## src/design/melody_tone_sequencer_unit_macros.svh

```systemverilog
// assertion macros for the melody tone sequencer
// used by files that carry concurrent checks, no other dependencies
`ifndef MELODY_TONE_SEQUENCER_UNIT_MACROS_SVH
`define MELODY_TONE_SEQUENCER_UNIT_MACROS_SVH

// same-cycle implication, disabled during reset
`define MTS_ASSERT(label, clk, rst_n, ante, cons, msg) \
    label: assert property (@(posedge clk) disable iff (!rst_n) (ante) |-> (cons)) \
        else $error(msg);

// next-cycle implication, disabled during reset
`define MTS_ASSERT_NEXT(label, clk, rst_n, ante, cons, msg) \
    label: assert property (@(posedge clk) disable iff (!rst_n) (ante) |=> (cons)) \
        else $error(msg);

`endif

```

## src/design/mts_pkg.sv

```systemverilog
// shared types, codes and melody tables for the melody tone sequencer
// no dependencies
package mts_pkg;

    typedef enum logic [1:0] {
        OP_SAMPLE = 2'd0,
        OP_KEY    = 2'd1,
        OP_WALL   = 2'd2
    } t_op;

    typedef enum logic [2:0] {
        KEY_NONE = 3'd0,
        KEY_SW1  = 3'd1,
        KEY_SW2  = 3'd2,
        KEY_SW3  = 3'd3,
        KEY_SW7  = 3'd4,
        KEY_SW5  = 3'd5
    } t_key;

    typedef struct packed {
        logic busy;
        logic done;
    } t_mod_stat;

    localparam int unsigned TAB_SONGS     = 3;
    localparam int unsigned TAB_NOTES     = 9;
    localparam int unsigned BASE_CLOCK    = 14000000;
    localparam int unsigned WALL_PRESCALE = 1 << 10;
    localparam int unsigned WALL_DIV      = BASE_CLOCK / WALL_PRESCALE;
    localparam int unsigned MS_PER_S      = 1000;
    localparam int unsigned LIMIT_W       = 17;
    localparam int unsigned VOL_MAX       = 8;
    localparam int unsigned VOL_RESET     = 4;
    localparam int unsigned SW1_BIT       = 0;
    localparam int unsigned SW2_BIT       = 1;
    localparam int unsigned SW3_BIT       = 2;
    localparam int unsigned SW5_BIT       = 4;
    localparam int unsigned SW7_BIT       = 6;

    localparam int unsigned TONE_FREQ [TAB_SONGS][TAB_NOTES] = '{
        '{100, 200, 300, 400, 500, 600, 700, 800, 900},
        '{900, 800, 700, 600, 500, 400, 300, 200, 100},
        '{1000, 1200, 0, 0, 0, 0, 0, 0, 0}
    };

    localparam int unsigned TONE_DUR [TAB_SONGS][TAB_NOTES] = '{
        '{100, 100, 100, 100, 100, 100, 100, 100, 100},
        '{100, 100, 100, 100, 100, 100, 100, 100, 100},
        '{100, 200, 0, 0, 0, 0, 0, 0, 0}
    };

    localparam int unsigned SONG_LEN [TAB_SONGS] = '{9, 9, 2};

    function automatic int unsigned tone_freq(int unsigned s, int unsigned i);
        int unsigned v;
        v = 0;
        if (s < TAB_SONGS && i < TAB_NOTES) begin
            v = TONE_FREQ[s][i];
        end
        return v;
    endfunction

    function automatic int unsigned tone_dur(int unsigned s, int unsigned i);
        int unsigned v;
        v = 0;
        if (s < TAB_SONGS && i < TAB_NOTES) begin
            v = TONE_DUR[s][i];
        end
        return v;
    endfunction

    function automatic int unsigned song_len(int unsigned s);
        int unsigned v;
        v = 0;
        if (s < TAB_SONGS) begin
            v = SONG_LEN[s];
        end
        return v;
    endfunction

endpackage

```

## src/design/mts_if.sv

```systemverilog
// handshake channels of the melody tone sequencer: event items in, results out
// no dependencies
interface mts_in_if;
    logic       valid;
    logic       ready;
    logic [1:0] op;
    logic [7:0] key_pins;

    modport source (output valid, output op, output key_pins, input ready);
    modport sink (input valid, input op, input key_pins, output ready);
endinterface

interface mts_out_if;
    logic       valid;
    logic       ready;
    logic [4:0] dac_level;
    logic [7:0] led_bar;
    logic       playing;
    logic [1:0] song_number;
    logic [3:0] note_number;

    modport source (output valid, output dac_level, output led_bar, output playing,
                    output song_number, output note_number, input ready);
    modport sink (input valid, input dac_level, input led_bar, input playing,
                  input song_number, input note_number, output ready);
endinterface

```

## src/design/mts_ram.sv

```systemverilog
// generic simple dual-port ram, one write port, one registered read port
// no dependencies
module mts_ram #(
    parameter int WIDTH = 8,
    parameter int DEPTH = 16
) (
    input  logic                                     i_clk,
    input  logic                                     i_we,
    input  logic [((DEPTH > 1) ? $clog2(DEPTH) : 1)-1:0] i_waddr,
    input  logic [WIDTH-1:0]                         i_wdata,
    input  logic                                     i_re,
    input  logic [((DEPTH > 1) ? $clog2(DEPTH) : 1)-1:0] i_raddr,
    output logic [WIDTH-1:0]                         o_rdata
);

    logic [WIDTH-1:0] r_mem [DEPTH];
    logic [WIDTH-1:0] r_rdata;

    always_ff @(posedge i_clk) begin
        if (i_we) begin
            r_mem[i_waddr] <= i_wdata;
        end
        if (i_re) begin
            r_rdata <= r_mem[i_raddr];
        end
    end

    assign o_rdata = r_rdata;

endmodule

```

## src/design/mts_mod_unit.sv

```systemverilog
// bit-serial remainder unit, one numerator bit per cycle
// depends on mts_pkg for the status struct
module mts_mod_unit
    import mts_pkg::*;
#(
    parameter int NUM_W = 18,
    parameter int DEN_W = 17
) (
    input  logic             i_clk,
    input  logic             i_rst_n,
    input  logic             i_start,
    input  logic             i_clear,
    input  logic [NUM_W-1:0] i_num,
    input  logic [DEN_W-1:0] i_den,
    output t_mod_stat        o_stat,
    output logic [DEN_W-1:0] o_rem
);

    localparam int CNT_W = $clog2(NUM_W + 1);

    logic             r_busy, n_busy;
    logic             r_done, n_done;
    logic [CNT_W-1:0] r_cnt, n_cnt;
    logic [NUM_W-1:0] r_num, n_num;
    logic [DEN_W-1:0] r_den, n_den;
    logic [DEN_W-1:0] r_rem, n_rem;
    logic [DEN_W:0]   w_trial;

    always_comb begin
        n_busy  = r_busy;
        n_done  = r_done;
        n_cnt   = r_cnt;
        n_num   = r_num;
        n_den   = r_den;
        n_rem   = r_rem;
        w_trial = {r_rem, r_num[NUM_W-1]};
        if (i_start) begin
            n_busy = 1'b1;
            n_done = 1'b0;
            n_cnt  = CNT_W'(NUM_W);
            n_num  = i_num;
            n_den  = i_den;
            n_rem  = '0;
        end else if (r_busy) begin
            if (w_trial >= {1'b0, r_den}) begin
                n_rem = DEN_W'(w_trial - {1'b0, r_den});
            end else begin
                n_rem = w_trial[DEN_W-1:0];
            end
            n_num = r_num << 1;
            n_cnt = r_cnt - CNT_W'(1);
            if (r_cnt == CNT_W'(1)) begin
                n_busy = 1'b0;
                n_done = 1'b1;
            end
        end else if (i_clear) begin
            n_done = 1'b0;
        end
    end

    always_ff @(posedge i_clk) begin
        if (!i_rst_n) begin
            r_busy <= 1'b0;
            r_done <= 1'b0;
            r_cnt  <= '0;
        end else begin
            r_busy <= n_busy;
            r_done <= n_done;
            r_cnt  <= n_cnt;
        end
        r_num <= n_num;
        r_den <= n_den;
        r_rem <= n_rem;
    end

    assign o_stat.busy = r_busy;
    assign o_stat.done = r_done;
    assign o_rem       = r_rem;

endmodule

```

## src/design/melody_tone_sequencer_unit.sv

```systemverilog
// melody tone sequencer top level: note ram, execute stage, result register
// depends on mts_pkg, mts_if, mts_ram, mts_mod_unit and the assertion macros
//
//   channel    dir  modport  payload
//   i_item     in   sink     op, key_pins
//   o_result   out  source   dac_level, led_bar, playing, song_number, note_number
//
// one item per cycle while the execute stage is not held; the note entry is read
// from ram in the accept cycle into the ram output register, where the execute
// stage uses it, with the address forwarded from the state the item ahead leaves.
// the first sample tick of a note whose period is at or below the carried phase
// stays in the execute stage until the remainder unit has reduced the phase.
// after reset the note ram is loaded entry by entry, with ready low.
// a stalled result holds the execute stage; one further item is still taken.

`include "melody_tone_sequencer_unit_macros.svh"

module melody_tone_sequencer_unit
    import mts_pkg::*;
#(
    parameter int SONG_COUNT  = 3,
    parameter int NOTES_MAX   = 9,
    parameter int SAMPLE_RATE = 44100
) (
    input  logic      i_clk,
    input  logic      i_rst_n,
    mts_in_if.sink    i_item,
    mts_out_if.source o_result
);

    localparam int DEPTH  = SONG_COUNT * NOTES_MAX;
    localparam int ADDR_W = (DEPTH > 1) ? $clog2(DEPTH) : 1;
    localparam int IDX_W  = (NOTES_MAX > 1) ? $clog2(NOTES_MAX) : 1;
    localparam int SEL_W  = (SONG_COUNT > 1) ? $clog2(SONG_COUNT) : 1;
    localparam int PER_W  = $clog2(SAMPLE_RATE + 1);
    localparam int ENT_W  = PER_W + LIMIT_W;

    // note table: period in samples and note length in wall ticks
    logic [ENT_W-1:0] w_tab [DEPTH];
    logic [IDX_W:0]   w_len [SONG_COUNT];

    for (genvar g = 0; g < DEPTH; g++) begin : g_tab
        localparam int unsigned SI   = g / NOTES_MAX;
        localparam int unsigned NI   = g % NOTES_MAX;
        localparam int unsigned FREQ = tone_freq(SI, NI);
        localparam int unsigned DUR  = tone_dur(SI, NI);
        localparam int unsigned PER  = (FREQ == 0 || FREQ > SAMPLE_RATE) ? 1 :
                                       SAMPLE_RATE / ((FREQ == 0) ? 1 : FREQ);
        localparam int unsigned LIM  = (DUR * WALL_DIV + MS_PER_S - 1) / MS_PER_S;
        assign w_tab[g] = {PER_W'(PER), LIMIT_W'(LIM)};
    end

    for (genvar s = 0; s < SONG_COUNT; s++) begin : g_len
        localparam int unsigned LEN = (song_len(s) > NOTES_MAX) ? NOTES_MAX : song_len(s);
        assign w_len[s] = (IDX_W + 1)'(LEN);
    end

    // load pass
    logic              r_load_done;
    logic [ADDR_W-1:0] r_load_idx;

    // execute stage item
    logic       r_s1_valid;
    logic [1:0] r_s1_op;
    logic [7:0] r_s1_pins;

    // block state
    logic [7:0]       r_pressed_prev, n_pressed_prev;
    logic [7:0]       r_pressed_now, n_pressed_now;
    t_key             r_typed, n_typed;
    logic [3:0]       r_volume, n_volume;
    logic             r_play, n_play;
    logic [SEL_W-1:0] r_song, n_song;
    logic [IDX_W-1:0] r_note, n_note;
    logic [PER_W-1:0] r_phase, n_phase;
    logic [15:0]      r_wall, n_wall;
    logic             r_wall_run, n_wall_run;
    logic [4:0]       r_held, n_held;
    logic             r_out_valid;

    // execute datapath
    logic [ENT_W-1:0]   w_rd_data;
    logic [PER_W-1:0]   w_per;
    logic [LIMIT_W-1:0] w_limit;
    logic [1:0]         w_key_song;
    logic               w_press;
    logic [SEL_W-1:0]   w_s_song;
    logic [IDX_W-1:0]   w_s_note;
    logic               w_s_play;
    logic [15:0]        w_s_wall;
    logic               w_in_time;
    logic [PER_W-1:0]   w_q, w_q2, w_q3;
    logic [1:0]         w_step;
    logic [PER_W:0]     w_p1;
    logic               w_ph_big;
    logic [PER_W-1:0]   w_ph_next;
    logic [4:0]         w_held;
    logic [IDX_W:0]     w_note_inc;
    logic               w_last;
    logic [7:0]         w_now, w_new;
    t_key               w_key;
    logic               w_need_mod;
    logic               w_exec_fire;
    logic               w_accept;

    // remainder unit
    t_mod_stat        w_mod_stat;
    logic             w_mod_start;
    logic [PER_W-1:0] w_mod_rem;

    // forwarded read address
    logic [1:0]        w_fw_key_song;
    logic              w_fw_press;
    logic [SEL_W-1:0]  w_rd_song;
    logic [IDX_W-1:0]  w_rd_note;
    logic [ADDR_W-1:0] w_rd_addr;

    assign w_per   = w_rd_data[ENT_W-1 -: PER_W];
    assign w_limit = w_rd_data[LIMIT_W-1:0];

    // sample tick view of the state after a pending song press
    always_comb begin
        w_key_song = 2'(r_typed) - 2'd1;
        w_press    = (r_typed inside {KEY_SW1, KEY_SW2, KEY_SW3}) &&
                     (32'(w_key_song) < SONG_COUNT);
        w_s_song   = w_press ? SEL_W'(w_key_song) : r_song;
        w_s_note   = w_press ? '0 : r_note;
        w_s_play   = w_press | r_play;
        w_s_wall   = w_press ? '0 : r_wall;
        w_in_time  = LIMIT_W'(w_s_wall) < w_limit;
    end

    // staircase step and phase advance
    always_comb begin
        w_q  = w_per >> 2;
        w_q2 = w_q << 1;
        w_q3 = w_q2 + w_q;
        if (r_phase < w_q) begin
            w_step = 2'd0;
        end else if (r_phase < w_q2) begin
            w_step = 2'd1;
        end else if (r_phase < w_q3) begin
            w_step = 2'd2;
        end else begin
            w_step = 2'd3;
        end
        w_p1     = {1'b0, r_phase} + (PER_W + 1)'(1);
        w_ph_big = r_phase >= w_per;
        if (w_ph_big) begin
            w_ph_next = w_mod_rem;
        end else if (w_p1 == {1'b0, w_per}) begin
            w_ph_next = '0;
        end else begin
            w_ph_next = w_p1[PER_W-1:0];
        end
        w_held     = 5'(6'(r_volume) * 6'(w_step));
        w_note_inc = {1'b0, w_s_note} + (IDX_W + 1)'(1);
        w_last     = w_note_inc >= w_len[w_s_song];
    end

    // key edge detection by priority
    always_comb begin
        w_now = ~r_s1_pins;
        w_new = w_now & ~r_pressed_now;
        if (w_new[SW1_BIT]) begin
            w_key = KEY_SW1;
        end else if (w_new[SW2_BIT]) begin
            w_key = KEY_SW2;
        end else if (w_new[SW3_BIT]) begin
            w_key = KEY_SW3;
        end else if (w_new[SW7_BIT]) begin
            w_key = KEY_SW7;
        end else if (w_new[SW5_BIT]) begin
            w_key = KEY_SW5;
        end else begin
            w_key = KEY_NONE;
        end
    end

    assign w_need_mod  = r_s1_valid && (r_s1_op == OP_SAMPLE) && w_s_play &&
                         w_in_time && w_ph_big;
    assign w_exec_fire = r_s1_valid && (!r_out_valid || o_result.ready) &&
                         (!w_need_mod || w_mod_stat.done);
    assign w_mod_start = w_need_mod && !w_mod_stat.busy && !w_mod_stat.done;

    // next state of the execute stage
    always_comb begin
        n_pressed_prev = r_pressed_prev;
        n_pressed_now  = r_pressed_now;
        n_typed        = r_typed;
        n_volume       = r_volume;
        n_play         = r_play;
        n_song         = r_song;
        n_note         = r_note;
        n_phase        = r_phase;
        n_wall         = r_wall;
        n_wall_run     = r_wall_run;
        n_held         = r_held;
        if (w_exec_fire) begin
            case (r_s1_op)
                OP_SAMPLE: begin
                    n_typed    = KEY_NONE;
                    n_song     = w_s_song;
                    n_note     = w_s_note;
                    n_play     = w_s_play;
                    n_wall     = w_s_wall;
                    n_wall_run = w_press | r_wall_run;
                    if (w_s_play) begin
                        if (w_in_time) begin
                            n_phase = w_ph_next;
                            n_held  = w_held;
                        end else begin
                            n_wall = '0;
                            if (w_last) begin
                                n_note     = '0;
                                n_play     = 1'b0;
                                n_wall_run = 1'b0;
                            end else begin
                                n_note = w_note_inc[IDX_W-1:0];
                            end
                        end
                    end
                end
                OP_KEY: begin
                    n_pressed_prev = r_pressed_now;
                    n_pressed_now  = w_now;
                    n_typed        = w_key;
                    if (w_key == KEY_SW5 && r_volume != 4'd0) begin
                        n_volume = r_volume - 4'd1;
                    end
                    if (w_key == KEY_SW7 && r_volume < 4'(VOL_MAX)) begin
                        n_volume = r_volume + 4'd1;
                    end
                end
                OP_WALL: begin
                    if (r_wall_run) begin
                        n_wall = r_wall + 16'd1;
                    end
                end
                default: begin
                end
            endcase
        end
    end

    // read address for the incoming item, from the state the item ahead leaves
    always_comb begin
        w_fw_key_song = 2'(n_typed) - 2'd1;
        w_fw_press    = (n_typed inside {KEY_SW1, KEY_SW2, KEY_SW3}) &&
                        (32'(w_fw_key_song) < SONG_COUNT) &&
                        (i_item.op == OP_SAMPLE);
        w_rd_song     = w_fw_press ? SEL_W'(w_fw_key_song) : n_song;
        w_rd_note     = w_fw_press ? '0 : n_note;
        w_rd_addr     = ADDR_W'(32'(w_rd_song) * NOTES_MAX + 32'(w_rd_note));
    end

    assign i_item.ready = r_load_done && (!r_s1_valid || w_exec_fire);
    assign w_accept     = i_item.valid && i_item.ready;

    mts_ram #(
        .WIDTH (ENT_W),
        .DEPTH (DEPTH)
    ) u_note_ram (
        .i_clk   (i_clk),
        .i_we    (!r_load_done),
        .i_waddr (r_load_idx),
        .i_wdata (w_tab[r_load_idx]),
        .i_re    (w_accept),
        .i_raddr (w_rd_addr),
        .o_rdata (w_rd_data)
    );

    mts_mod_unit #(
        .NUM_W (PER_W + 1),
        .DEN_W (PER_W)
    ) u_mod (
        .i_clk   (i_clk),
        .i_rst_n (i_rst_n),
        .i_start (w_mod_start),
        .i_clear (w_exec_fire),
        .i_num   (w_p1),
        .i_den   (w_per),
        .o_stat  (w_mod_stat),
        .o_rem   (w_mod_rem)
    );

    always_ff @(posedge i_clk) begin
        if (!i_rst_n) begin
            r_load_done    <= 1'b0;
            r_load_idx     <= '0;
            r_s1_valid     <= 1'b0;
            r_out_valid    <= 1'b0;
            r_pressed_prev <= 8'hff;
            r_pressed_now  <= 8'hff;
            r_typed        <= KEY_NONE;
            r_volume       <= 4'(VOL_RESET);
            r_play         <= 1'b0;
            r_song         <= '0;
            r_note         <= '0;
            r_phase        <= '0;
            r_wall         <= '0;
            r_wall_run     <= 1'b1;
            r_held         <= '0;
        end else begin
            if (!r_load_done) begin
                if (r_load_idx == ADDR_W'(DEPTH - 1)) begin
                    r_load_done <= 1'b1;
                end else begin
                    r_load_idx <= r_load_idx + ADDR_W'(1);
                end
            end
            if (w_accept) begin
                r_s1_valid <= 1'b1;
            end else if (w_exec_fire) begin
                r_s1_valid <= 1'b0;
            end
            if (w_exec_fire) begin
                r_out_valid <= 1'b1;
            end else if (o_result.ready) begin
                r_out_valid <= 1'b0;
            end
            r_pressed_prev <= n_pressed_prev;
            r_pressed_now  <= n_pressed_now;
            r_typed        <= n_typed;
            r_volume       <= n_volume;
            r_play         <= n_play;
            r_song         <= n_song;
            r_note         <= n_note;
            r_phase        <= n_phase;
            r_wall         <= n_wall;
            r_wall_run     <= n_wall_run;
            r_held         <= n_held;
        end
        if (w_accept) begin
            r_s1_op   <= i_item.op;
            r_s1_pins <= i_item.key_pins;
        end
    end

    // the result is the state after the transfer
    assign o_result.valid       = r_out_valid;
    assign o_result.dac_level   = r_held;
    assign o_result.led_bar     = 8'(8'hff << r_volume);
    assign o_result.playing     = r_play;
    assign o_result.song_number = 2'(r_song);
    assign o_result.note_number = 4'(r_note);

    `MTS_ASSERT(a_idle_note_zero, i_clk, i_rst_n, !r_play, r_note == '0, "note index set while idle")
    `MTS_ASSERT_NEXT(a_stage_kept, i_clk, i_rst_n, r_s1_valid && !w_exec_fire, r_s1_valid, "execute item lost")
    `MTS_ASSERT(a_volume_range, i_clk, i_rst_n, 1'b1, r_volume <= 4'(VOL_MAX), "volume above limit")
    `MTS_ASSERT(a_song_range, i_clk, i_rst_n, 1'b1, 32'(r_song) < SONG_COUNT, "song index out of range")
    `MTS_ASSERT_NEXT(a_mod_consumed, i_clk, i_rst_n, w_mod_stat.done && w_exec_fire, !w_mod_stat.done, "remainder reused")

endmodule

```

## src/flat_wrapper.sv

```systemverilog
// flat-port wrapper written by rule: the top's interface ports become plain ports
module melody_tone_sequencer_unit_flat import mts_pkg::*;
#(
    parameter int SONG_COUNT  = 3,
    parameter int NOTES_MAX   = 9,
    parameter int SAMPLE_RATE = 44100
)
  (i_clk, i_rst_n, i_item_valid, i_item_op, i_item_key_pins, i_item_ready, o_result_valid, o_result_dac_level, o_result_led_bar, o_result_playing, o_result_song_number, o_result_note_number, o_result_ready);
  mts_in_if i_item_i ();
  mts_out_if o_result_i ();
  input  logic i_clk;
  input  logic i_rst_n;
  input wire logic [$bits(i_item_i.valid)-1:0] i_item_valid;
  input wire logic [$bits(i_item_i.op)-1:0] i_item_op;
  input wire logic [$bits(i_item_i.key_pins)-1:0] i_item_key_pins;
  output wire logic [$bits(i_item_i.ready)-1:0] i_item_ready;
  output wire logic [$bits(o_result_i.valid)-1:0] o_result_valid;
  output wire logic [$bits(o_result_i.dac_level)-1:0] o_result_dac_level;
  output wire logic [$bits(o_result_i.led_bar)-1:0] o_result_led_bar;
  output wire logic [$bits(o_result_i.playing)-1:0] o_result_playing;
  output wire logic [$bits(o_result_i.song_number)-1:0] o_result_song_number;
  output wire logic [$bits(o_result_i.note_number)-1:0] o_result_note_number;
  input wire logic [$bits(o_result_i.ready)-1:0] o_result_ready;
  assign i_item_i.valid = i_item_valid;
  assign i_item_i.op = i_item_op;
  assign i_item_i.key_pins = i_item_key_pins;
  assign i_item_ready = i_item_i.ready;
  assign o_result_valid = o_result_i.valid;
  assign o_result_dac_level = o_result_i.dac_level;
  assign o_result_led_bar = o_result_i.led_bar;
  assign o_result_playing = o_result_i.playing;
  assign o_result_song_number = o_result_i.song_number;
  assign o_result_note_number = o_result_i.note_number;
  assign o_result_i.ready = o_result_ready;
  melody_tone_sequencer_unit #(.SONG_COUNT(SONG_COUNT), .NOTES_MAX(NOTES_MAX), .SAMPLE_RATE(SAMPLE_RATE)) u_core (.i_clk(i_clk), .i_rst_n(i_rst_n), .i_item(i_item_i), .o_result(o_result_i));
endmodule
```

## config.mk

```make
export PLATFORM = sky130hd
export DESIGN_NAME = melody_tone_sequencer_unit_flat
export DESIGN_NICKNAME = d
export VERILOG_FILES = /design/src/design/mts_pkg.sv /design/src/design/mts_if.sv /design/src/design/mts_ram.sv /design/src/design/mts_mod_unit.sv /design/src/design/melody_tone_sequencer_unit.sv /design/src/flat_wrapper.sv
export VERILOG_INCLUDE_DIRS = /design/src /design/src/design
export SDC_FILE = /design/constraint.sdc
export NUM_CORES = 1
export LEC_CHECK = 0
export BUFFER_PORTS_ARGS = -buffer_cell sky130_fd_sc_hd__buf_2
export CORE_UTILIZATION = 60
export DETAILED_ROUTE_END_ITERATION = 12
export GPL_ROUTABILITY_DRIVEN = 1
export PLACE_DENSITY_LB_ADDON = 0.15
export SYNTH_ARGS = -nofsm -noshare
export SYNTH_HDL_FRONTEND = slang
export SYNTH_HIERARCHICAL = 1
export SYNTH_SLANG_ARGS = --single-unit
```

## constraint.sdc

```tcl
create_clock -name i_clk -period 10.7 [get_ports i_clk]
set_input_delay 0.535 -clock i_clk [delete_from_list [all_inputs] [get_ports i_clk]]
set_output_delay 0.535 -clock i_clk [all_outputs]
set_load 0.005 [all_outputs]
```

======== Word level (Yosys, flattened, before mapping) ========
Memory sizes are Yosys's and may differ from the RTL's. A register that Yosys moved wholly into a read port is not among the register bits.
Index checks and enable logic that the tools add are counted.
cells by class
  shift operators ......................... 1
  $add $sub $neg .......................... 12
  multiplexer cells ....................... 58
  reductions and logical operators ........ 42
  equal/unequal tests ..................... 15
  bitwise logic cells ..................... 10
  multiply operators ...................... 2
  $lt $le $gt $ge ......................... 12
  divide/modulo/power cells ............... 0
operators with widths
  cell                                                              count
  16-bit two-way mux                                                7
  33-bit two-way mux                                                2
  4-bit two-way mux                                                 9
  17-bit two-way mux                                                2
  16-bit one-hot mux with 2 select lines                            1
  5-bit two-way mux                                                 4
  1-bit two-way mux                                                 19
  3-bit two-way mux                                                 6
  16-bit by 1-bit adder with 17-bit output (second input constant)  1
  17-bit by 16-bit == test with 1-bit output                        1
  17-bit by 16-bit greater-or-equal comparator with 1-bit output    1
  16-bit by 17-bit < comparator with 1-bit output                   1
  15-bit by 14-bit adder with 16-bit output                         1
  16-bit by 1-bit adder with 16-bit output (second input constant)  1
  16-bit greater-or-equal comparator                                1
  16-bit by 14-bit < comparator with 1-bit output                   1
  16-bit by 15-bit < comparator with 1-bit output                   1
  16-bit < comparator                                               1
  16-bit subtractor                                                 1
  1-bit logical AND                                                 15
  7-bit NOT                                                         2
  3-bit by 2-bit == test with 1-bit output (second input constant)  4
  2-bit two-way mux                                                 6
  2-bit nonzero test                                                6
  38 further kinds                                                  58
word-level totals
  memories ................................ 2
  memory bits (writable) .................. 891
  bits in latches ......................... 0
  word-level logic and storage cells ...... 177
  flip-flop bits (word level) ............. 132
  bits of input ports ..................... 14
  ROM bits ................................ 1056
memory list
  memory                   depth  width  read ports  clocked after Yosys merged registers in  write ports  RTL line                           RTL
  (name not given)         32     33     1           0                                        0            melody_tone_sequencer_unit.sv:267  .i_wdata (w_tab[r_load_idx]),
  u_core.u_note_ram.r_mem  27     33     1           1                                        1            mts_ram.sv:16                      logic [WIDTH-1:0] r_mem [DEPTH];

======== Depth between registers and ports, before layout ========
Gate-level depths: netlist of run 1.
  word-level depth ........................ 18
  depth in mapped cells ................... 35
  mapped depth without buffers ............ 28

======== By module ========
The synthesis of run 1 kept the hierarchy.
by module, submodules not included
  module                      cells an instance  sequential area each (um^2)  area an instance (um^2)  instances
  mts_ram                     1360               27746.6                      34992.3                  1
  melody_tone_sequencer_unit  928                1511.4                       7731.2                   1
  mts_mod_unit                320                1451.4                       3250.6                   1

======== Worst setup path after synthesis of run 1 ========
Ideal clock, no wire load.
  path kind ............................... register to register
  start ................................... register u_core.r_typed[0]
  end ..................................... register u_core.u_note_ram.r_rdata[12], in the netlist u_core/u_note_ram/o_rdata[12] (read register of u_core.u_note_ram.r_mem), data pin
  setup slack ............................. 3.057 ns
  data arrival time ....................... 7.383 ns
  path buffers ............................ 7
  clock period less this slack ............ 7.643 ns
  data required time ...................... 10.440 ns
  stages on the path, launching flop included .. 36
  cell sequence ........................... dfxtp_1 -> inv_1 -> ha_1 -> nor3_1 -> or3_1 -> buf_2 -> clkbuf_1 -> clkbuf_1 -> and2_1 -> ha_1 -> and4_1 -> a21o_1 -> a311oi_1 -> o211a_1 -> nand3_4 -> buf_6 -> o2111ai_1 -> o21ai_1 -> ha_1 -> or3_1 -> o21ai_0 -> nor4_1 -> nand4_1 -> nand3_1 -> mux2i_1 -> ha_1 -> ha_1 -> inv_1 -> fa_1 -> inv_1 -> buf_2 -> clkbuf_1 -> clkbuf_1 -> mux4_2 -> mux4_2 -> mux2_2
between the ends
  cells in the longest elaborated chain, start to end .. 18
  elaborated cells between the ends (all ways) .. 48
ends and longest elaborated chain
  item                                                                                  RTL line                                                              RTL
  from (decl)                                                                           melody_tone_sequencer_unit.sv:70                                      t_key r_typed, n_typed;
  from (signal assigned)                                                                melody_tone_sequencer_unit.sv:324                                     r_typed <= n_typed;
  2-bit by 1-bit subtractor with 2-bit output, or another cell as far along             melody_tone_sequencer_unit.sv:123                                     w_key_song = 2'(r_typed) - 2'd1;
  2-bit < comparator or 3-bit nonzero test (tied branches)                              melody_tone_sequencer_unit.sv:125, melody_tone_sequencer_unit.sv:124
  1-bit logical AND                                                                     melody_tone_sequencer_unit.sv:124                                     w_press = (r_typed inside {KEY_SW1, KEY_SW2, KEY_SW3}) &&
  16-bit two-way mux or 1-bit OR (tied branches)                                        melody_tone_sequencer_unit.sv:129, melody_tone_sequencer_unit.sv:128
  16-bit by 17-bit < comparator with 1-bit output or 1-bit logical AND (tied branches)  melody_tone_sequencer_unit.sv:130, melody_tone_sequencer_unit.sv:180
  1-bit logical AND                                                                     melody_tone_sequencer_unit.sv:180                                     assign w_need_mod = r_s1_valid && (r_s1_op == OP_SAMPLE) && w_s_play &&
  1-bit logical AND                                                                     melody_tone_sequencer_unit.sv:181                                     w_in_time && w_ph_big;
  1-bit logical NOT                                                                     melody_tone_sequencer_unit.sv:183                                     (!w_need_mod || w_mod_stat.done);
  [... 3 more ...]                                                                      --
  2-bit by 1-bit subtractor with 2-bit output, or another cell as far along             melody_tone_sequencer_unit.sv:248                                     w_fw_key_song = 2'(n_typed) - 2'd1;
  2-bit < comparator or 3-bit nonzero test (tied branches)                              melody_tone_sequencer_unit.sv:250, melody_tone_sequencer_unit.sv:249
  1-bit logical AND                                                                     melody_tone_sequencer_unit.sv:249                                     w_fw_press = (n_typed inside {KEY_SW1, KEY_SW2, KEY_SW3}) &&
  1-bit logical AND                                                                     melody_tone_sequencer_unit.sv:250                                     (32'(w_fw_key_song) < SONG_COUNT) &&
  2-bit two-way mux                                                                     melody_tone_sequencer_unit.sv:252                                     w_rd_song = w_fw_press ? SEL_W'(w_fw_key_song) : n_song;
  2-bit by 4-bit multiplier with 5-bit output                                           melody_tone_sequencer_unit.sv:254                                     w_rd_addr = ADDR_W'(32'(w_rd_song) * NOTES_MAX + 32'(w_rd_note));
  5-bit by 4-bit adder with 5-bit output *                                              melody_tone_sequencer_unit.sv:254
  named net u_core.w_rd_addr[2]                                                         melody_tone_sequencer_unit.sv:116                                     logic [ADDR_W-1:0] w_rd_addr;
  to (decl)                                                                             mts_ram.sv:17                                                         logic [WIDTH-1:0] r_rdata;
Mark *: on every way through the listed nets, which the timed path passes. The rest lies on a longest branch. The select of a mux whose other input is x is not followed.
A chain may end at the register's enable or synchronous reset.

======== Worst setup path after layout of run 1 ========
  start ................................... register u_core.r_typed[0]
  end ..................................... register u_core.u_note_ram.r_rdata[5], in the netlist u_core/u_note_ram/o_rdata[5] (read register of u_core.u_note_ram.r_mem), data pin
Same word-level chain as after synthesis.

==> metrics.json, run 1 <==
{
  "run_status": {"value": "finished, final reports clean"},
  "layout.cells.most_common_list": {"value": "edfxtp_1, conb_1, mux4_2, ha_1, clkbuf_16"},
  "cp-start-kind": {"value": "register"},
  "swShare": {"value": 21.0, "unit": "%"},
  "r2r_slack": {"value": 1570, "unit": "ps"},
  "cpMostUsedCell": {"value": "ha_1"},
  "max_slew.worst_pin.slew": {"value": 1220, "unit": "ps"},
  "gr-total-overflow": {"value": 0},
  "grt_first_pass_wirelength": {"value": 155, "unit": "mm"},
  "grt_start_max_net_pins": {"value": 113},
  "layout_commonest_cell": {"value": "edfxtp_1"},
  "max-vdd-ir-drop": {"value": 0.142, "unit": "mV"},
  "multi_input_area": {"value": 15700, "unit": "um2"},
  "count_of_standard_cell_rows": {"value": 101},
  "global_route.usage.met3": {"value": 3.51, "unit": "%"},
  "clkLatencyLatePin": {"value": 680, "unit": "ps"},
  "power_per_cell_area": {"value": 165, "unit": "nW/um2"},
  "synth-compound-area-share": {"value": 5.22, "unit": "%"},
  "hold_buffers": {"value": 0},
  "layout.area.seq": {"value": 30700, "unit": "um2"},
  "die_area": {"value": 77700, "unit": "um2"},
  "portBuffers": {"value": 32},
  "period_minus_slack": {"value": 9130, "unit": "ps"},
  "critical-path-max-stage-delay": {"value": 660, "unit": "ps"},
  "layout_worst_path_cycle_share": {"value": 85.3, "unit": "%"},
  "slew_headroom": {"value": 18.4, "unit": "%"},
  "detailed_place_hpwl": {"value": 57.4, "unit": "mm"},
  "ctsResizeCount": {"value": 0},
  "grt_antenna_before_repair": {"value": 7},
  "worst-endpoint-arrival": {"value": 9530, "unit": "ps"},
  "max-cap-violations": {"value": 0},
  "vias_in_the_first_global_route": {"value": 25900},
  "finalSetupViolCount": {"value": 0},
  "worstHoldStart": {"value": "i_item_key_pins[2]"},
  "synthesis.instances": {"value": 2608},
  "rsz_0062_raised_after_global_routing": {"value": "no"},
  "timing_worst_setup_path_type": {"value": "register to register"},
  "number_of_cells_traversed_by_the_worst_hold_path": {"value": 1},
  "io_pins": {"value": 36},
  "worst_setup_hold_path_clk_slew": {"value": 60, "unit": "ps"},
  "power_frac_comb": {"value": 3.8, "unit": "%"},
  "report.final.hold_viol_count": {"value": 0},
  "internal-power": {"value": 6.81, "unit": "mW"},
  "final_non_filler_cell_area": {"value": 52300, "unit": "um2"},
  "core": {"value": 75800, "unit": "um2"},
  "ff_to_ff_start": {"value": "u_core/r_typed[0]"},
  "cts.repair_timing.setup_buffer_count": {"value": 0},
  "ys_async_sr_fraction": {"value": 0, "unit": "%"},
  "power.sequential.fraction": {"value": 53.2, "unit": "%"},
  "clk_path_buf_depth": {"value": 3},
  "worst_clock_skew": {"value": 33.0, "unit": "ps"},
  "global_route.peak_usage_layer": {"value": "met2"},
  "highest_achievable_clock_rate": {"value": 110, "unit": "MHz"},
  "ant_nets": {"value": 0},
  "synth_seq_cells": {"value": 1052},
  "timing.critical_path.max_delay_family": {"value": "simple AND/OR/NAND/NOR gates"},
  "post_synth_fa_ha_maj_area_fraction": {"value": 3.92, "unit": "%"},
  "ys_warn_count": {"value": 6},
  "die_h": {"value": 279, "unit": "um"},
  "synth_sequential_area_ratio": {"value": 66.8, "unit": "%"},
  "cp.buffers_inverters": {"value": 4},
  "floorplan.die.width": {"value": 279, "unit": "um"},
  "hold_path_end": {"value": "u_core/r_s1_pins[2]"},
  "post_synth_and_or_nand_nor_area_fraction": {"value": 5.09, "unit": "%"},
  "synth_enable_flop_cells": {"value": 964},
  "crit_required": {"value": 11110, "unit": "ps"},
  "end_kind": {"value": "register"},
  "clock_sinks": {"value": 1052},
  "place_area": {"value": 48700, "unit": "um2"},
  "wl_per_cell": {"value": 24.9, "unit": "um"},
  "grt_met2_usage": {"value": 45.5, "unit": "%"},
  "drc": {"value": 0},
  "final_layout_size_suffix_gt1_share": {"value": 22.5, "unit": "%"},
  "route.final.wire_length": {"value": 101, "unit": "mm"},
  "clock_tree_from_tritoncts": {"value": "done"},
  "synth_area_per_cell": {"value": 17.6, "unit": "um2"},
  "detail_route.iter0.violations": {"value": 2408},
  "drtPass1Iterations": {"value": 6},
  "num_vias": {"value": 25100},
  "setup-tns-final": {"value": 0, "unit": "ps"},
  "synth_ff_type": {"value": "edfxtp_1"},
  "clock_tree.root_cell": {"value": "clkbuf_16"},
  "ys_types": {"value": 106},
  "reg2reg_to": {"value": "u_core/u_note_ram/o_rdata[5]"},
  "htreeDepth": {"value": 3},
  "xor_xnor_share_of_the_synthesized_area": {"value": 1.42, "unit": "%"},
  "area_of_the_mapped_netlist": {"value": 46000, "unit": "um2"},
  "worst_reg_to_reg_cells": {"value": 29},
  "grt_util_all_layers": {"value": 26.7, "unit": "%"},
  "static_leak": {"value": 17.6, "unit": "nW"},
  "post_synth_mux_area_share": {"value": 15.2, "unit": "%"},
  "viasPerCell": {"value": 6.15},
  "areaGrowthSynthToFinish": {"value": 13.7, "unit": "%"},
  "number_of_nets_in_the_finished_design": {"value": 3162},
  "timing.final.max_slew_violations": {"value": 0},
  "num-fill-cells": {"value": 4872},
  "timing.hold.worst.class": {"value": "input pin to register"},
  "gpl.final_weighted_congestion": {"value": 0.868},
  "antenna-diode-count": {"value": 0},
  "synth_top_family_by_area": {"value": "multiplexers"},
  "clock_power_share": {"value": 43.1, "unit": "%"},
  "timing.critical_path.fanout_max": {"value": 91},
  "switching_power_total": {"value": 1.81, "unit": "mW"},
  "start_util": {"value": 60.6, "unit": "%"},
  "cp_slowest_cell": {"value": "or3_1"},
  "groute.layer.met1.usage": {"value": 36.0, "unit": "%"},
  "cts-buffers-inserted": {"value": 105}
}
[area by class of cell]
| class | count | area share [%] |
|---|---|---|
| flip-flops and latches | 1052 | 58.8 |
| multi-input cells | 1662 | 30.1 |
| clock buffers | 127 | 5.31 |
| well taps | 978 | 2.34 |
| clock inverters | 71 | 1.46 |
| repair buffers | 92 | 1.31 |
| inverters | 94 | 0.690 |
[power by group through the flow]
stage          clock (mW)  combinational [mW]  sequential, mW
2_1_floorplan           0               0.207            4.65
3_3_place_gp            0               0.300            4.66
3_5_place_dp            0               0.313            4.67
4_1_cts              3.78               0.317            4.58
5_1_grt              3.92               0.351            4.58
6_report             3.71               0.324            4.58
[worst max-delay path by stage]
stage / start / endpoint / slack (ps) / cells after the start
after floorplan: u_core/r_typed[0] / u_core/u_note_ram/o_rdata[12] / 3060 / 35
after global placement: u_core/r_typed[0] / u_core/u_note_ram/o_rdata[16] / 1710 / 29
after detailed placement: u_core/r_typed[0] / u_core/u_note_ram/o_rdata[8] / 1630 / 29
after CTS: u_core/r_typed[0] / u_core/u_note_ram/o_rdata[8] / 1560 / 29
after global routing: u_core/r_typed[0] / u_core/u_note_ram/o_rdata[5] / 1010 / 28
final: u_core/r_typed[0] / u_core/u_note_ram/o_rdata[5] / 1570 / 29
[stage by stage]
stage / setup WS, ps / util, % / cells / hold WS [ps] / power, mW
4_1_cts: 1560 / 68.9 / 4076 / 19.8 / 8.68
3_5_place_dp: 1630 / 64.2 / 3878 / 458 / 4.98
6_report: 1570 / 68.9 / 4076 / 56.4 / 8.62
5_1_grt: 1010 / 68.9 / 4076 / 28.9 / 8.85
2_1_floorplan: 3060 / - / 2931 / 431 / 4.86
3_3_place_gp: 1710 / 64.2 / 3878 / 440 / 4.96
[Yosys cell counts, types with 8 or more instances]
| library cell | n | area [um2] |
|---|---|---|
| buf_2 | 19 | 95.1 |
| o211ai_1 | 12 | 90.1 |
| nor3_1 | 29 | 145 |
| clkbuf_1 | 60 | 225 |
| or3_1 | 9 | 56.3 |
| a311oi_1 | 8 | 70.1 |
| a31oi_1 | 8 | 50.1 |
| o21ai_0 | 47 | 235 |
| nand4_1 | 26 | 163 |
| ha_1 | 136 | 1700 |
| dfxtp_1 | 88 | 1760 |
| o221a_2 | 9 | 101 |
| and2_1 | 35 | 219 |
| a21oi_1 | 76 | 380 |
| edfxtp_1 | 964 | 28900 |
| o21bai_1 | 9 | 67.6 |
| xnor2_1 | 25 | 219 |
| a211oi_1 | 18 | 135 |
| mux2_2 | 83 | 935 |
| and4_1 | 9 | 78.8 |
| o2111ai_1 | 8 | 70.1 |
| mux2i_1 | 12 | 120 |
| nor2b_1 | 10 | 62.6 |
| nor2_1 | 135 | 507 |
| mux4_2 | 264 | 5950 |
| a21o_1 | 27 | 203 |
| nand2_1 | 90 | 338 |
| buf_6 | 18 | 203 |
| and3_1 | 10 | 62.6 |
| buf_4 | 14 | 105 |
| xor2_1 | 25 | 219 |
| inv_1 | 94 | 353 |
| nand3_1 | 36 | 180 |
| nand2b_1 | 13 | 81.3 |
| o21ai_1 | 11 | 55.1 |
[metal layers]
layer  up-vias  part of all wire (%)
met3       228                   6.4
li1      11000                     -
met2      1039                    50
met5         -                 0.013
met1     12800                    40
met4         2                   3.1
[registers in the layout, indices dropped and copies added (netlist names), 5 cells and up]
name,count
u_core/u_note_ram/r_mem,891
u_core/u_note_ram/o_rdata,33
u_core/u_mod/r_num,17
u_core/r_phase,16
u_core/r_wall,16
u_core/u_mod/o_rem,16
u_core/u_mod/r_den,16
u_core/o_result.dac_level,5
u_core/r_load_idx,5
u_core/r_pressed_now,5
u_core/r_s1_pins,5
u_core/u_mod/r_cnt,5
[cells by family after synthesis]
family / after synthesis
compound gates: 331
buf+inv: 217
xor+xnor: 59
fa+ha+maj: 141
other cells: 1
simple gates: 448
flops: 1052
mux: 359
(Power assumes the default switching activity.)
==> run 2: changes to the inputs <==
--- a/config.mk
+++ b/config.mk
@@ -7,11 +7,11 @@
 export NUM_CORES = 1
 export LEC_CHECK = 0
 export BUFFER_PORTS_ARGS = -buffer_cell sky130_fd_sc_hd__buf_2
+export CORE_ASPECT_RATIO = 0.6
 export CORE_UTILIZATION = 60
 export DETAILED_ROUTE_END_ITERATION = 12
 export GPL_ROUTABILITY_DRIVEN = 1
 export PLACE_DENSITY_LB_ADDON = 0.15
 export SYNTH_ARGS = -nofsm -noshare
 export SYNTH_HDL_FRONTEND = slang
-export SYNTH_HIERARCHICAL = 1
 export SYNTH_SLANG_ARGS = --single-unit
==> run 2 against run 1 <==
Area after synthesis decreased by 53%. Critical path type unchanged. Design area down 55%. Critical endpoint is now u_core.u_note_ram.o_rdata[24]. Sequential share of layout area fell by 4.1 points. Core utilization decreased by 2.1 points. Final cell count shrank 48%. Maximum frequency is 9.6% higher. Via count decreased by 46%. Synthesized cell count fell by 39%. Worst hold slack better by 100 ps. Clock-buffer cell count shrank 71. Largest power group unchanged. Critical path depth is 5 lower.
==> metrics.json, run 2 <==
{
  "crit_chain": {"value": "inv_1 -> ha_1 -> nor3_1 -> or3_1 -> and2_1 -> ha_1 -> a21oi_1 -> o21ai_0 -> a221oi_1 -> o211ai_1 -> o21ai_4 -> nand2_1 -> o21ai_0 -> inv_1 -> ha_1 -> or4_1 -> a211oi_4 -> mux2i_2 -> ha_1 -> ha_4 -> buf_4 -> mux4_2 -> mux4_2 -> mux2_4"},
  "ant_nets": {"value": 0, "change": "unchanged"},
  "ff_to_ff_start": {"value": "u_core.r_typed[0]"},
  "clock_tree.root_cell": {"value": "clkbuf_16"},
  "grt_util_all_layers": {"value": 27.6, "unit": "%", "change": "+0.88 points"},
  "area_of_the_mapped_netlist": {"value": 21500, "unit": "um2", "change": "-53%"},
  "layout_worst_path_cycle_share": {"value": 77.8, "unit": "%", "change": "-7.5 points"},
  "clock_sinks": {"value": 457, "change": "-57%"},
  "num-fill-cells": {"value": 2519, "change": "-48%"},
  "slew_headroom": {"value": 14.7, "unit": "%", "change": "-3.7 points"},
  "clock_power_share": {"value": 40.8, "unit": "%", "change": "-2.3 points"},
  "reg2reg_to": {"value": "u_core.u_note_ram.o_rdata[24]"},
  "grt_antenna_before_repair": {"value": 1, "change": "-6"},
  "layout_commonest_cell": {"value": "edfxtp_1"},
  "grt_first_pass_wirelength": {"value": 75.4, "unit": "mm", "change": "-51%"},
  "areaGrowthSynthToFinish": {"value": 9.36, "unit": "%"},
  "setup-tns-final": {"value": 0, "unit": "ps", "change": "unchanged"},
  "reg.largest.list": {"value": "u_core.u_note_ram.r_mem (324), u_core.u_mod.r_num (17)"},
  "crit_required": {"value": 10990, "unit": "ps", "change": "-120 ps"},
  "timing.critical_path.max_delay_family": {"value": "adder cells"},
  "portBuffers": {"value": 32, "change": "unchanged"},
  "static_leak": {"value": 8.23, "unit": "nW", "change": "-53%"},
  "floorplan.die.width": {"value": 246, "unit": "um", "change": "-12%"},
  "detailed_place_hpwl": {"value": 32.1, "unit": "mm", "change": "-44%"},
  "timing.final.max_slew_violations": {"value": 0, "change": "unchanged"},
  "end_kind": {"value": "register"},
  "timing.critical_path.fanout_max": {"value": 63, "change": "-31%"},
  "synth_enable_flop_cells": {"value": 369, "change": "-62%"},
  "die_h": {"value": 149, "unit": "um", "change": "-47%"},
  "clock_tree_from_tritoncts": {"value": "done"},
  "grt_start_max_net_pins": {"value": 64, "change": "-43%"},
  "layout.area.seq": {"value": 12800, "unit": "um2", "change": "-58%"},
  "clkLatencyLatePin": {"value": 550, "unit": "ps", "change": "-130 ps"},
  "place_area": {"value": 22200, "unit": "um2", "change": "-54%"},
  "viasPerCell": {"value": 6.35, "change": "+3.3%"},
  "max-cap-violations": {"value": 0, "change": "unchanged"},
  "synth.most_common_cell": {"value": "edfxtp_1"},
  "swShare": {"value": 20.7, "unit": "%", "change": "-0.30 points"},
  "antenna-diode-count": {"value": 0, "change": "unchanged"},
  "io_pins": {"value": 36, "change": "unchanged"},
  "clk_path_buf_depth": {"value": 3, "change": "unchanged"},
  "fin_cells": {"value": 2116, "change": "-48%"},
  "layout.cells.most_common_list": {"value": "edfxtp_1, nand2_1, o21ai_0, nor2_1, ha_1"},
  "worst_reg_to_reg_cells": {"value": 24, "change": "-17%"},
  "largest_register_ff_count": {"value": 324, "change": "-64%"},
  "synth_ff_type": {"value": "edfxtp_1"},
  "finalSetupViolCount": {"value": 0, "change": "unchanged"},
  "regMostFlops": {"value": "u_core.u_note_ram.r_mem"},
  "ys_async_sr_fraction": {"value": 0, "unit": "%", "change": "unchanged"},
  "cts.repair_timing.setup_buffer_count": {"value": 0, "change": "unchanged"},
  "ctsResizeCount": {"value": 0, "change": "unchanged"},
  "start_util": {"value": 61.1, "unit": "%", "change": "+0.48 points"},
  "r2r_slack": {"value": 2370, "unit": "ps", "change": "+800 ps"},
  "num_vias": {"value": 13400, "change": "-46%"},
  "detail_route.iter0.violations": {"value": 1637, "change": "-32%"},
  "cts-buffers-inserted": {"value": 40, "change": "-62%"},
  "max-vdd-ir-drop": {"value": 0.146, "unit": "mV", "change": "+2.3%"},
  "internal-power": {"value": 2.77, "unit": "mW", "change": "-59%"},
  "period_minus_slack": {"value": 8330, "unit": "ps", "change": "-801 ps"},
  "worst-endpoint-arrival": {"value": 8620, "unit": "ps", "change": "-910 ps"},
  "highest_achievable_clock_rate": {"value": 120, "unit": "MHz", "change": "+9.6%"},
  "synth_area_leader": {"value": "edfxtp_1"},
  "drc": {"value": 0, "change": "unchanged"},
  "rsz_0062_raised_after_global_routing": {"value": "no"},
  "drtPass1Iterations": {"value": 5, "change": "-1"},
  "hold_buffers": {"value": 0, "change": "unchanged"},
  "synthesis.nets": {"value": 1709},
  "vias_in_the_first_global_route": {"value": 12700, "change": "-51%"},
  "ys_top_cells_by_count": {"value": "edfxtp_1, nand2_1, o21ai_0"},
  "synth_top_cell_area_share": {"value": 51.6, "unit": "%", "change": "-11 points"},
  "report.final.hold_viol_count": {"value": 0, "change": "unchanged"},
  "cp.buffers_inverters": {"value": 3, "change": "-1"},
  "run_status": {"value": "finished, final reports clean"},
  "cpMostUsedCell": {"value": "ha_1"},
  "placed_instance_count": {"value": 2042, "change": "-47%"},
  "hold_ws": {"value": 159, "unit": "ps", "change": "+102 ps"},
  "ys_warn_count": {"value": 0, "change": "-6"},
  "final_non_filler_cell_area": {"value": 23500, "unit": "um2", "change": "-55%"},
  "wl_per_cell": {"value": 23.2, "unit": "um", "change": "-6.6%"},
  "count_of_standard_cell_rows": {"value": 53, "change": "-48%"},
  "p_total": {"value": 3.49, "unit": "mW", "change": "-59%"},
  "die_area": {"value": 36600, "unit": "um2", "change": "-53%"},
  "number_of_nets_in_the_finished_design": {"value": 1729, "change": "-45%"},
  "htreeDepth": {"value": 2, "change": "-1"},
  "worstHoldStart": {"value": "i_item_key_pins[1]"},
  "worst_setup_hold_path_clk_slew": {"value": 70, "unit": "ps", "change": "about the same"},
  "hold_path_end": {"value": "u_core.r_s1_pins[1]"},
  "ys_types": {"value": 68, "change": "-36%"},
  "gr-total-overflow": {"value": 0, "change": "unchanged"},
  "critical-path-max-stage-delay": {"value": 860, "unit": "ps", "change": "+200 ps"},
  "power_per_cell_area": {"value": 149, "unit": "nW/um2", "change": "-9.8%"},
  "max_slew.worst_pin.slew": {"value": 1270, "unit": "ps", "change": "+50.0 ps"},
  "switching_power_total": {"value": 0.724, "unit": "mW", "change": "-60%"},
  "multi_input_area": {"value": 8210, "unit": "um2", "change": "-48%"},
  "number_of_cells_traversed_by_the_worst_hold_path": {"value": 1, "change": "unchanged"},
  "timing_worst_setup_path_type": {"value": "register to register"},
  "core": {"value": 35100, "unit": "um2", "change": "-54%"},
  "power_frac_comb": {"value": 3.1, "unit": "%", "change": "-0.7 points"},
  "cp_slowest_cell": {"value": "ha_4"},
  "power.sequential.fraction": {"value": 56.2, "unit": "%", "change": "+3.0 points"},
  "cp-start-kind": {"value": "register"},
  "worst_clock_skew": {"value": 19.8, "unit": "ps", "change": "-13.3 ps"},
  "route.final.wire_length": {"value": 49.2, "unit": "mm", "change": "-52%"},
  "synth_area_per_cell": {"value": 13.5, "unit": "um2", "change": "-24%"},
  "synthesis.instances": {"value": 1597, "change": "-39%"},
  "timing.hold.worst.class": {"value": "input pin to register"},
  "synth_seq_cells": {"value": 457, "change": "-57%"},
  "synth_sequential_area_ratio": {"value": 59.8, "unit": "%", "change": "-7.0 points"},
  "gpl.final_weighted_congestion": {"value": 0.887, "change": "+2.2%"},
  "post_synth_main_area_contributors": {"value": "edfxtp_1, mux4_2, dfxtp_1"},
  "final_layout_size_suffix_gt1_share": {"value": 15.3, "unit": "%", "change": "-7.2 points"}
}
[run 2: cell types whose count changed in the layout (fill, tap and decap cells not counted), sizes merged, moves of 34 or more]
cell,before,now
buf,92,58
clkbuf,127,56
clkinv,54,17
conb,324,0
edfxtp,964,369
ha,136,93
inv,96,58
mux2,83,17
mux4,264,84
nand2,90,130
nor2,135,95
o21ai,60,101
[run 2: worst max-delay path by stage]
stage,startpoint,end,slack (ps),depth (start not counted)
after detailed placement,u_core.r_typed[0],u_core.u_note_ram.o_rdata[25],2400,24
final,u_core.r_typed[0],u_core.u_note_ram.o_rdata[24],2370,24
after global placement,u_core.r_typed[0],u_core.u_note_ram.o_rdata[25],2600,24
after CTS,u_core.r_typed[0],u_core.u_note_ram.o_rdata[25],2400,24
after global routing,u_core.r_typed[0],u_core.u_note_ram.o_rdata[25],1720,24
after floorplan,u_core.r_typed[0],u_core.u_note_ram.o_rdata[20],2960,28
[run 2: per-layer routing]
metal | share of wire, % | track usage, % | vias up
met4 | 1.1 | 4.17 | 0
met3 | 10 | 6.57 | 51
li1 | - | - | 6086
met2 | 41 | 37.6 | 620
met5 | 0 | 0 | -
met1 | 48 | 45.4 | 6682
[run 2: per-stage QoR]
step / util [%] / setup slack, ps
after floorplan: - / 2960
after global placement: 63.2 / 2600
after detailed placement: 63.2 / 2400
after CTS: 66.8 / 2400
after global routing: 66.8 / 1720
final: 66.8 / 2370
[run 2: area by class of cell]
cell class              count  area share [%]
clock buffers              56            4.92
clock inverters            18           0.517
inverters                  60           0.959
multi-input cells        1000            34.9
flip-flops and latches    457            54.7
well taps                 467            2.49
repair buffers             58            1.51
[run 2: kinds of logic (layout without fill, tap and decap cells)]
kind of cell    count (synthesis)  after routing  share of synthesized area (%)
buf+inv                       140            192                           2.54
compound gates                290            290                           8.56
fa+ha+maj                      98             98                           5.88
simple gates                  426            426                           9.63
mux                           137            137                           11.6
xor+xnor                       49             49                           2.03
flops                         457            457                           59.8
[run 2: power groups by stage]
stage	clock network [mW]	logic, mW	registers [mW]
after floorplan	0	0.0630	2.00
after global placement	0	0.101	2.00
after detailed placement	0	0.105	2.00
after CTS	1.45	0.106	1.96
after global routing	1.52	0.114	1.96
final	1.42	0.107	1.96
